### src/hw/rtl/mhd_pkg.sv
// shared types and constants of the message header deframer
package mhd_pkg;

  localparam int unsigned HDR_BYTES   = 24;
  localparam int unsigned HDR_WORDS   = 6;
  localparam int unsigned WORD_W      = 32;
  localparam int unsigned BYTE_W      = 8;
  localparam int unsigned POS_W       = 5;
  localparam int unsigned WORD_IDX_W  = 3;
  localparam int unsigned DATA_W      = HDR_WORDS * WORD_W + BYTE_W;  // 200, whole bytes
  localparam int unsigned LEN_WORD    = 3;
  localparam int unsigned MAGIC_WORD  = 5;

  localparam logic [POS_W-1:0] LAST_HDR_POS = POS_W'(HDR_BYTES - 1);

  typedef enum logic {
    KIND_HEADER  = 1'b0,
    KIND_PAYLOAD = 1'b1
  } kind_t;

  typedef logic [WORD_W-1:0] word_t;

  // one result transfer as it travels to the output stage
  typedef struct packed {
    kind_t             kind;
    logic              last;
    logic [DATA_W-1:0] data;
  } result_t;

endpackage

### src/hw/rtl/message_header_deframer.sv
// top level of the message header deframer
//
// Takes a byte stream on the in_ channel, one byte per transfer. The first
// 24 bytes of a message are gathered as six little-endian 32-bit words:
// command, two arguments, payload length, checksum and magic. The 24th byte
// produces one header result (out_tuser = 0) carrying all six words; it has
// out_tlast set when the payload length is zero. Each following payload byte
// produces one result (out_tuser = 1) with the byte in the top of out_tdata,
// and the final one has out_tlast set. Then the next header is collected.
// Checksum and magic are passed on unchecked.
// One byte is taken per cycle while in_tready is high. Each result is registered
// in the output register, or in the skid stage while the receiver stalls.
// The output register is followed by a skid stage, so one more result is
// taken in after the receiver stalls; in_tready drops once both hold a
// result and rises again in the cycle after the receiver takes one.
// Reset clears the header position and payload state, so the first byte
// after reset starts a new header.
module message_header_deframer (
  input  logic                       clk,
  input  logic                       rst_n,
  input  logic                       in_tvalid,
  output logic                       in_tready,
  input  logic [7:0]                 in_tdata,   // data_byte
  output logic                       out_tvalid,
  input  logic                       out_tready,
  // command, first_argument, second_argument, payload_length, checksum_word,
  // magic_word, payload_byte
  output logic [mhd_pkg::DATA_W-1:0] out_tdata,
  output logic [0:0]                 out_tuser,  // kind
  output logic                       out_tlast   // last
);

  logic [mhd_pkg::POS_W-1:0]  pos_r, pos_nxt;
  logic                       in_payload_r, in_payload_nxt;
  logic [mhd_pkg::WORD_W-1:0] remain_r, remain_nxt;
  mhd_pkg::word_t             words_r [mhd_pkg::HDR_WORDS];

  logic                           accept;
  logic                           buf_full;
  logic [mhd_pkg::POS_W-1:0]      pos_eff;
  logic [mhd_pkg::WORD_IDX_W-1:0] word_idx;
  logic [1:0]                     lane;
  mhd_pkg::word_t                 merged_word;
  mhd_pkg::word_t                 hdr_len;
  logic                           push;
  mhd_pkg::result_t               push_res;
  mhd_pkg::result_t               out_res;

  assign in_tready = !buf_full;
  assign accept    = in_tvalid && in_tready;

  // a position past the header is treated as the start of one
  assign pos_eff  = (pos_r > mhd_pkg::LAST_HDR_POS) ? '0 : pos_r;
  assign word_idx = pos_eff[mhd_pkg::POS_W-1:2];
  assign lane     = pos_eff[1:0];

  always_comb begin
    merged_word = words_r[word_idx];
    case (lane)
      2'd0:    merged_word[7:0]   = in_tdata;
      2'd1:    merged_word[15:8]  = in_tdata;
      2'd2:    merged_word[23:16] = in_tdata;
      2'd3:    merged_word[31:24] = in_tdata;
      default: merged_word        = words_r[word_idx];
    endcase
  end

  assign hdr_len = words_r[mhd_pkg::LEN_WORD];

  // next state
  always_comb begin
    pos_nxt        = pos_r;
    in_payload_nxt = in_payload_r;
    remain_nxt     = remain_r;
    if (accept) begin
      if (in_payload_r) begin
        remain_nxt = remain_r - 32'd1;
        if (remain_r == 32'd1) begin
          in_payload_nxt = 1'b0;
        end
      end else if (pos_eff == mhd_pkg::LAST_HDR_POS) begin
        pos_nxt        = '0;
        remain_nxt     = hdr_len;
        in_payload_nxt = (hdr_len != '0);
      end else begin
        pos_nxt = pos_eff + 5'd1;
      end
    end
  end

  // result for the byte being transferred
  always_comb begin
    push_res = '0;
    push     = 1'b0;
    if (accept) begin
      if (in_payload_r) begin
        push          = 1'b1;
        push_res.kind = mhd_pkg::KIND_PAYLOAD;
        push_res.last = (remain_r == 32'd1);
        push_res.data[mhd_pkg::DATA_W-1 -: mhd_pkg::BYTE_W] = in_tdata;
      end else if (pos_eff == mhd_pkg::LAST_HDR_POS) begin
        push          = 1'b1;
        push_res.kind = mhd_pkg::KIND_HEADER;
        push_res.last = (hdr_len == '0);
        for (int i = 0; i < int'(mhd_pkg::MAGIC_WORD); i++) begin
          push_res.data[i*mhd_pkg::WORD_W +: mhd_pkg::WORD_W] = words_r[i];
        end
        push_res.data[mhd_pkg::MAGIC_WORD*mhd_pkg::WORD_W +: mhd_pkg::WORD_W] = merged_word;
      end
    end
  end

  always_ff @(posedge clk) begin
    if (!rst_n) begin
      pos_r        <= '0;
      in_payload_r <= 1'b0;
      remain_r     <= '0;
    end else begin
      pos_r        <= pos_nxt;
      in_payload_r <= in_payload_nxt;
      remain_r     <= remain_nxt;
    end
  end

  always_ff @(posedge clk) begin
    if (accept && !in_payload_r) begin
      words_r[word_idx] <= merged_word;
    end
  end

  mhd_out_buf u_out_buf (
    .clk       (clk),
    .rst_n     (rst_n),
    .push      (push),
    .push_res  (push_res),
    .full      (buf_full),
    .out_valid (out_tvalid),
    .out_ready (out_tready),
    .out_res   (out_res)
  );

  assign out_tdata = out_res.data;
  assign out_tuser = out_res.kind;
  assign out_tlast = out_res.last;

endmodule

### src/hw/rtl/mhd_out_buf.sv
// output register with a skid stage for the result channel
module mhd_out_buf (
  input  logic             clk,
  input  logic             rst_n,
  input  logic             push,
  input  mhd_pkg::result_t push_res,
  output logic             full,
  output logic             out_valid,
  input  logic             out_ready,
  output mhd_pkg::result_t out_res
);

  logic             main_valid_r;
  logic             skid_valid_r;
  mhd_pkg::result_t main_res_r;
  mhd_pkg::result_t skid_res_r;

  // push never comes while the skid stage is occupied
  always_ff @(posedge clk) begin
    if (!rst_n) begin
      main_valid_r <= 1'b0;
      skid_valid_r <= 1'b0;
    end else if (!main_valid_r || out_ready) begin
      if (skid_valid_r) begin
        main_valid_r <= 1'b1;
        skid_valid_r <= 1'b0;
      end else begin
        main_valid_r <= push;
      end
    end else if (push) begin
      skid_valid_r <= 1'b1;
    end
  end

  always_ff @(posedge clk) begin
    if (!main_valid_r || out_ready) begin
      main_res_r <= skid_valid_r ? skid_res_r : push_res;
    end else if (push) begin
      skid_res_r <= push_res;
    end
  end

  assign full      = skid_valid_r;
  assign out_valid = main_valid_r;
  assign out_res   = main_res_r;

endmodule

### config.mk
export PLATFORM = sky130hd
export DESIGN_NAME = message_header_deframer
export DESIGN_NICKNAME = d
export VERILOG_FILES = /design/src/hw/rtl/mhd_pkg.sv /design/src/hw/rtl/message_header_deframer.sv /design/src/hw/rtl/mhd_out_buf.sv
export SDC_FILE = /design/constraint.sdc
export NUM_CORES = 1
export LEC_CHECK = 0
export BUFFER_PORTS_ARGS = -buffer_cell sky130_fd_sc_hd__buf_2
export CAP_MARGIN = 20
export CORE_ASPECT_RATIO = 2
export CORE_MARGIN = 2
export CORE_UTILIZATION = 40
export DETAILED_ROUTE_END_ITERATION = 10
export PLACE_DENSITY = 0.67
export SYNTH_ARGS = -nofsm -noshare
export SYNTH_HDL_FRONTEND = slang
export SYNTH_SLANG_ARGS = --single-unit
### constraint.sdc
create_clock -name clk -period 32.1 [get_ports clk]
set_input_delay 6.42 -clock clk [delete_from_list [all_inputs] [get_ports clk]]
set_output_delay 6.42 -clock clk [all_outputs]
set_load 0.01 [all_outputs]
==> metrics, run 1 <==
outcome=finished, final reports clean; pwr dens=54.53 mW/mm^2; NetSw=341.5 uW; DRT met1 WL=26.05 mm; Initial Util=0.4029; drt first pass iters=8; post-layout instance count excluding filler cells=2730; final hold vios=0; Vias=15710; fmax=0.1077 GHz; crit path DAT=9.52 ns; Post-CTS Setup Bufs=0; final antenna-violating net count=0; first-pass GRT wire length=108.6 mm; grt total ovfl=0; MaxCap Viol Count=0; Post-Synth Simple-Gate Area=0.08848; internal power=1262 uW; Mean Syn Cell Area=15.22 sq um; Post-Synth XOR/XNOR Area=0.0003418; top sig layer=met4; post-layout min period=9.287 ns; Synth Area in Compound Gates=0.1026; Root Buffer Master=clkbuf_16; hold_ws=0.4822 ns; IO buf count=215; Post-synth top flop=edfxtp_1; Synth Instances=1684; sequential power share=0.570; DR WL/cell=27.71 um; library cells used by synthesis=53; Synth area leaders=edfxtp_1, a21o_1, and3_1; DRC Markers=0; Final Max Tran Viols=0; antenna violations before repair=0; Synth async-reset ratio=0; EDFF count, synth=596; Placed Instances=2633; sequential-to-total area share from yosys stat=0.7297; # setup viols final=0; Core Box Area=0.06360 sq mm; # hold bufs at CTS=0; unrepaired setup endpoints after global routing=no; Crit Path Max Fanout=70; main combinational cell family by area after synthesis=compound AO/OA/AOI/OAI gates; setup TNS=0 ns; leading area contributor after synthesis=edfxtp_1; post-synthesis mux area share=0.05591; via/cell ratio=5.753; Synth Register Bits=636; Tot GR Track Use=0.2258; Peak VDD IR=0.00003897 V; antenna cell count=0; crit path kind=input port to register; chip height=361.9 um; number of global-route vias before repair=16090; clock transition time at the flip-flop clock pins of the worst setup and hold paths=0.07 ns; die extent in x=183.0 um; clk buf depth=3; clk_lat worst skew=0.62 ns; Max-Slew Margin vs Limit=0.2342; clock tree from TritonCTS=done; gpl congestion=0.9034; drt total wl=75.66 mm; synthesized-area fraction occupied by adder cells=0.002930; Final period util=0.2893; most frequent cells after synthesis=edfxtp_1, a21o_1, and3_1; mapped cell area=0.02562 sq mm; CTS Buf Count=53; Place WS=22.13 ns; skew final=0.02195 ns; Yosys Warn Count=0; met3 routed WL=3.639 mm; site row count=131; Synth Net Count=1702; part of the power in combinational logic=0.032; Final Util=0.4624; Syn-to-layout area delta=14.77%; crit path capture type=register; DR iter-0 viols=1484; Nets=1908; measured slew at the worst slew-check pin=1.137 ns; DIE AREA=0.06622 sq mm; clock sinks=636; met2 wire length=40.15 mm; top-area cell type share of the netlist area=0.6984; cell with the most instances after synthesis=edfxtp_1; setup slack after layout=22.81 ns; Net Sw Frac=0.2130; boundary pin count=216; H-tree levels=2; Tightest Hold Check Type=register to register; largest net degree at the start of global routing=115; type of origin of the critical path=input port; CP required=32.33 ns; leak pwr=0.01353 uW; post-DP HPWL=52.75 mm; clock network fraction of total power=0.399; post_cts resized=0; fraction of layout cells with a size suffix above 1=0.2267
==> worst max-delay path, stage by stage <==
cell and delay (ns):
buf_2 0.11, nor2b_1 0.14, buf_4 0.27, o21ai_1 0.14, buf_4 0.22, nor2_4 0.58, buf_4 0.72, buf_4 0.80
==> per-stage QoR <==
step	cell area [sq um]	power [uW]
2_1_floorplan	25620	953.0
3_3_place_gp	27730	980.4
3_5_place_dp	27740	982.1
4_1_cts	29410	1616
5_1_grt	29410	1645
6_report	29410	1604
==> cell families after synthesis <==
group,after synthesis
and+or+nand+nor,412
AOI/OAI and AO/OA,379
muxes,116
xor gates and xnor gates,1
adders and majority gates,6
buffers and inverters,134
DFF,636
==> final cells by class <==
| class | instances | area, sq um |
|---|---|---|
| Fill cell | 5623 | 34190 |
| Multi-Input combinational cell | 914 | 6521 |
| Clock buffer | 62 | 1403 |
| Tap cell | 798 | 998.5 |
| Sequential cell | 636 | 18710 |
| Inverter | 23 | 86.33 |
| Clock inverter | 35 | 270.3 |
| Timing Repair Buffer | 262 | 1424 |
==> metal layers <==
metal / global-route usage / vias to the layer above
li1: - / 6938
met1: 0.2389 / 7999
met2: 0.4123 / 592
met3: 0.02861 / 177
met4: 0.1569 / 0
met5: 0 / -
==> layout by cell type, fill, tap and decap left out, drive strengths merged, types with 5 or more instances in the layout <==
cell type / count
o31ai: 19
nor2b: 5
or3: 6
edfxtp: 596
mux4: 17
a21oi: 30
ha: 6
a211oi: 5
mux2i: 52
and3: 165
o221ai: 7
a31oi: 8
and2: 36
nor4: 14
clkbuf: 62
o21ai: 51
o311ai: 6
dfxtp: 40
mux2: 47
inv: 28
nor3: 19
nand4: 8
nand2b: 5
nor2: 40
nand3: 17
a21o: 199
o211ai: 8
nand2: 86
buf: 262
o22ai: 31
clkinv: 25
==> power by group through the flow <==
stage | clock network, uW | registers [uW] | logic (uW)
2_1_floorplan | 0 | 929 | 24.4
3_3_place_gp | 0 | 932 | 48.8
3_5_place_dp | 0 | 932 | 50.3
4_1_cts | 652 | 913 | 50.6
5_1_grt | 679 | 913 | 52.7
6_report | 639 | 914 | 50.8
==> worst paths after layout <==
check         startpoint                         to  slack [ns]  cells after the start
max            in_tvalid  u_out_buf.skid_res_r[185]       22.81                      8
min          remain_r[1]                remain_r[1]        0.48                      2
max reg2reg     pos_r[4]  u_out_buf.skid_res_r[185]       26.33                     10
min reg2reg  remain_r[1]                remain_r[1]        0.48                      2
==> flip-flops by register name (all words and copies together) (netlist names) <==
name and count:
u_out_buf.skid_res_r 202, u_out_buf.out_valid 1, words_r 192, u_out_buf.full 1
in_payload_r 1, pos_r 5, remain_r 32, u_out_buf.out_res 202
(Power assumes the default switching activity.)
==> run 2: changes to the inputs <==
Clock period 32.1 ns to 9.3 ns, I/O delays scaled along.
==> run 2 against run 1 <==
Die area did not move. Clock skew is 0.0098 ns lower. Power grew to 3.6 times the previous value. Clock-buffer cell count increased by 2. Worst hold slack gained 0.014 ns. Critical endpoint is now u_out_buf.skid_res_r[129]. Largest cell class unchanged. Largest power group unchanged.
==> metrics, run 2 (synthesis gave the netlist of run 1 again) <==
outcome=finished, final reports clean; commonest non-fill, non-tap cell in the layout=edfxtp_1; final antenna-violating net count=0; via/cell ratio=5.789; CP required=9.53 ns; # hold bufs at CTS=0; reg2reg start=pos_r[3]; Nets=1902; drt total wl=74.42 mm; Initial Util=0.4029; crit path capture type=register; post_cts resized=0; post-layout instance count excluding filler cells=2722; skew final=0.01213 ns; Core Box Area=0.06360 sq mm; Hold Path Stages=2; Final Instance Area=0.02955 sq mm; die extent in x=183.0 um; gpl congestion=0.9167; most used cell, CP=nand2_1; post-DP HPWL=51.43 mm; first-pass GRT wire length=107.3 mm; unrepaired setup endpoints after global routing=no; fmax=0.2089 GHz; crit path kind=register to register; Final Max Tran Viols=0; Syn-to-layout area delta=15.33%; grt total ovfl=0; drt first pass iters=5; # setup viols final=0; leak pwr=0.01358 uW; DRC Markers=0; Placed Instances=2626; commonest cells after routing, fill and taps aside=edfxtp_1, buf_2, a21o_1; site row count=131; CP max stage delay=0.85 ns; H-tree levels=2; clk_lat worst skew=0.60 ns; FF-to-FF End=u_out_buf.skid_res_r[129]; antenna violations before repair=0; crit path DAT=5.02 ns; Post-DP Area=0.02770 sq mm; R2R setup slack=4.51 ns; number of global-route vias before repair=16120; Root Buffer Master=clkbuf_16; clk buf depth=3; Tot GR Track Use=0.2214; fraction of layout cells with a size suffix above 1=0.2277; measured slew at the worst slew-check pin=1.129 ns; antenna cell count=0; Min-Delay Startpoint=remain_r[1]; MaxCap Viol Count=0; DR WL/cell=27.34 um; final hold vios=0; boundary pin count=216; DR iter-0 viols=1461; type of origin of the critical path=register; worst-path cell chain=nand2_1 > nand2_1 > inv_1 > ha_1 > and4b_4 > o21ai_1 > nor2_4 > buf_12 > buf_4; largest net degree at the start of global routing=141; Vias=15760; IO buf count=215; clock transition time at the flip-flop clock pins of the worst setup and hold paths=0.07 ns; CP max-delay cell=and4b_4; Crit Path Max Fanout=70; clock sinks=636; pwr dens=193.6 mW/mm^2; post-layout min period=4.786 ns; Peak VDD IR=0.0001626 V; Post-CTS Setup Bufs=0; DIE AREA=0.06622 sq mm; CTS Buf Count=53; Reg2Reg Depth=9; Final period util=0.5147; chip height=361.9 um; Hold Path End=remain_r[1]; clock tree from TritonCTS=done; Tightest Hold Check Type=register to register; Max-Slew Margin vs Limit=0.2414
run 2: final cells by class:
class / instances / area, sq um
Clock buffer: 64 / 1398
Timing Repair Buffer: 256 / 1421
Tap cell: 798 / 998.5
Fill cell: 5595 / 34040
Inverter: 23 / 86.33
Clock inverter: 31 / 434.2
Multi-Input combinational cell: 914 / 6509
Sequential cell: 636 / 18710
run 2: how the worst max path moves through the flow:
stage	from	end	slack (ns)
after floorplan	out_tready	u_out_buf.skid_res_r[0]	-3.30
after global placement	pos_r[3]	u_out_buf.skid_res_r[130]	4.21
after detailed placement	pos_r[3]	u_out_buf.skid_res_r[164]	4.06
after CTS	pos_r[3]	u_out_buf.skid_res_r[158]	4.05
after global routing	pos_r[3]	u_out_buf.skid_res_r[70]	4.23
final	pos_r[3]	u_out_buf.skid_res_r[129]	4.51
run 2: layer usage:
metal / share of wire / global-route usage
met1: 0.34 / 0.2353
met2: 0.54 / 0.4059
met3: 0.049 / 0.02721
met4: 0.074 / 0.1489
met5: 0 / 0
run 2: stage by stage:
step | setup WS, ns | hold slack [ns] | power [uW] | utilization | TNS [ns]
after floorplan | -3.296 | 0.4450 | 3289 | - | -665.71
after global placement | 4.206 | 0.4649 | 3384 | 0.4356 | 0
after detailed placement | 4.063 | 0.4891 | 3389 | 0.4356 | 0
after CTS | 4.046 | 0.4979 | 5766 | 0.4644 | 0
after global routing | 4.234 | 0.5284 | 5867 | 0.4647 | 0
final | 4.514 | 0.4957 | 5721 | 0.4647 | 0
run 2: worst max-delay path: cells and delay by family (launching register included):
family	cells	cell delay (ns)
and+or+nand+nor	4	1.86
buffers and inverters	3	1.09
adders and majority gates	1	0.61
AOI/OAI and AO/OA	1	0.45
DFF	1	0.32
run 2: where the power goes:
part / leakage, uW / switching, uW / internal [uW] / total, uW
Clock: 0.000888 / 1040 / 1350 / 2390
Sequential: 0.00682 / 17.1 / 3130 / 3150
Combinational: 0.00587 / 126 / 51.8 / 178
Total: 0.0136 / 1180 / 4540 / 5720
==> run 3: changes to the inputs <==
Settings changed: ABC_AREA from default to 1, PLACE_DENSITY 0.67 to 0.69.
Clock period 9.3 ns to 4.05 ns, I/O delays scaled along.
==> run 3 against run 2 <==
Wire length down 6.5%. Combinational power rose to 3.6 times the previous value. Core utilization about the same. Clock power up 140%. Worst hold slack worse by 0.016 ns. Via count up 16%. Sequential power up 130%. Largest cell class unchanged. Synthesized area up 2.9%. Clock skew up 0.0085 ns. Power up 140%.
==> metrics, run 3 <==
Synth Net Count=2410; sequential-to-total area share from yosys stat=0.7094; type of origin of the critical path=register; skew final=0.02061 ns; leading area contributor after synthesis=edfxtp_1; post-layout min period=3.392 ns; commonest cells after routing, fill and taps aside=nand2_1, edfxtp_1, inv_1, nor2_1, buf_2; Reg area=0.01870 sq mm; DRC Markers=0; via/cell ratio=5.186; Yosys Warn Count=0; leak pwr=0.01341 uW; EDFF count, synth=596; clk_lat worst skew=0.61 ns; final hold vios=0; grt total ovfl=0; pwr dens=448.0 mW/mm^2; Root Buffer Master=clkbuf_16; Final Max Tran Viols=0; Peak VDD IR=0.0003868 V; Syn-to-layout area delta=15.30%; # hold bufs at CTS=0; boundary pin count=216; die extent in x=185.5 um; Synth Instances=2392; CTS Buf Count=56; most frequent cells after synthesis=nand2_1, edfxtp_1, nor2_1; Net Sw Frac=0.2208; crit path kind=register to register; crit path DAT=3.80 ns; top-area cell type share of the netlist area=0.6790; drt total wl=69.59 mm; site row count=133; Initial Util=0.4030; Crit Path Max Fanout=240; internal power=10610 uW; DIE AREA=0.06809 sq mm; antenna violations before repair=4; commonest non-fill, non-tap cell in the layout=nand2_1; final antenna-violating net count=0; number of global-route vias before repair=16990; Fillers=5898; post_cts resized=0; MaxCap Viol Count=0; clk buf depth=3; Post-synth top flop=edfxtp_1; H-tree levels=2; mapped cell area=0.02636 sq mm; # setup viols final=0; IO buf count=215; sequential power share=0.534; largest net degree at the start of global routing=241; fmax=0.2948 GHz; fraction of layout cells with a size suffix above 1=0.1484; outcome=finished, final reports clean; Synth area leaders=edfxtp_1, nand2_1, nor2_1; clock transition time at the flip-flop clock pins of the worst setup and hold paths=0.08 ns; drt first pass iters=8; Vias=18290; cell with the most instances after synthesis=nand2_1; NetSw=3006 uW; measured slew at the worst slew-check pin=1.144 ns; part of the power in combinational logic=0.047; setup TNS=0 ns; Max-Slew Margin vs Limit=0.2371; first-pass GRT wire length=103.2 mm; Synth async-reset ratio=0; Tot GR Track Use=0.2013; clock tree from TritonCTS=done; Tightest Hold Check Type=register to register; Core Box Area=0.06540 sq mm; area taken by multi-input logic gates=0.006080 sq mm; clock sinks=636; CP required=4.46 ns; Final period util=0.8375; library cells used by synthesis=37; clock network fraction of total power=0.419; crit path capture type=register; DR iter-0 viols=2256; DR WL/cell=19.74 um; chip height=367.0 um; post-DP HPWL=46.81 mm; Mean Syn Cell Area=11.02 sq um; unrepaired setup endpoints after global routing=no; gpl congestion=0.9228; Post-CTS Setup Bufs=0; Nets=2619; hold_ws=0.4797 ns; Synth Register Bits=636
run 3: changes by cell type after synthesis, moves of 31 or more:
| cell | change |
|---|---|
| o21ai_1 | +116 |
| clkbuf_1 | -45 |
| and2_1 | -33 |
| a21oi_1 | +31 |
| nor2_1 | +222 |
| and3_1 | -164 |
| nand2_1 | +519 |
| mux2_2 | -47 |
| inv_1 | +237 |
| nand3_1 | +34 |
| a21o_1 | -199 |
| mux2i_1 | -52 |
| o21ai_0 | +134 |
run 3: worst max-delay path, stage by stage, from the launching register on:
cell,delay [ns]
dfxtp_1,0.40
nand2_2,0.12
inv_1,0.06
nor2_1,0.18
ha_1,0.30
inv_2,0.18
nor3_2,0.33
inv_2,0.11
nor2_4,0.53
inv_8,0.03
buf_12,0.23
o21ai_1,0.37
run 3: cell type report:
| class | count | share of cell area |
|---|---|---|
| inverter | 266 | 0.03322 |
| timing repair buffer | 266 | 0.05047 |
| tap | 877 | 0.03611 |
| multi-input combinational | 1375 | 0.2000 |
| antenna | 1 | 0.00008234 |
| sequential | 636 | 0.6154 |
| clock buffer | 59 | 0.04648 |
| clock inverter | 46 | 0.01824 |
run 3: routing by layer:
layer / track usage / routed length (um)
met1: 0.2876 / 29000
met2: 0.3081 / 31520
met3: 0.03431 / 6526
met4: 0.07372 / 2534
met5: 0 / 13
run 3: cell families (layout without fill, tap and decap cells):
| kind of cell | after synthesis | count (layout) | synth area share |
|---|---|---|---|
| fa+ha+maj | 6 | 6 | 0.002848 |
| compound gates | 403 | 403 | 0.08055 |
| other cells | 0 | 1 | 0 |
| xor+xnor | 3 | 3 | 0.0009970 |
| simple gates | 963 | 963 | 0.1439 |
| flops | 636 | 636 | 0.7094 |
| buf+inv | 381 | 637 | 0.06237 |
run 3: metrics by stage:
stage	utilization	setup WS (ns)	power [uW]	cell area (sq um)	std cells
2_1_floorplan	-	-9.397	7714	26380	2392
3_3_place_gp	0.4346	1.029	8030	28420	3420
3_5_place_dp	0.4346	0.8772	8038	28420	3420
4_1_cts	0.4647	0.8273	13680	30390	3525
5_1_grt	0.4647	0.5348	13940	30390	3525
6_report	0.4647	0.6582	13610	30390	3526
run 3: path summary, 6_finish.rpt:
path | startpoint | end | slack, ns | cells after the start
min reg2reg | pos_r[0] | pos_r[0] | 0.48 | 2
min | pos_r[0] | pos_r[0] | 0.48 | 2
max | pos_r[4] | u_out_buf.out_res[104] | 0.66 | 11
max reg2reg | pos_r[4] | u_out_buf.out_res[104] | 0.66 | 11
run 3: power groups by stage:
stage	Clock (uW)	Combinational (uW)	Sequential, uW
3_5_place_dp	0	623	7410
6_report	5710	636	7270
2_1_floorplan	0	307	7410
3_3_place_gp	0	617	7410
4_1_cts	5780	628	7270
5_1_grt	6000	675	7270
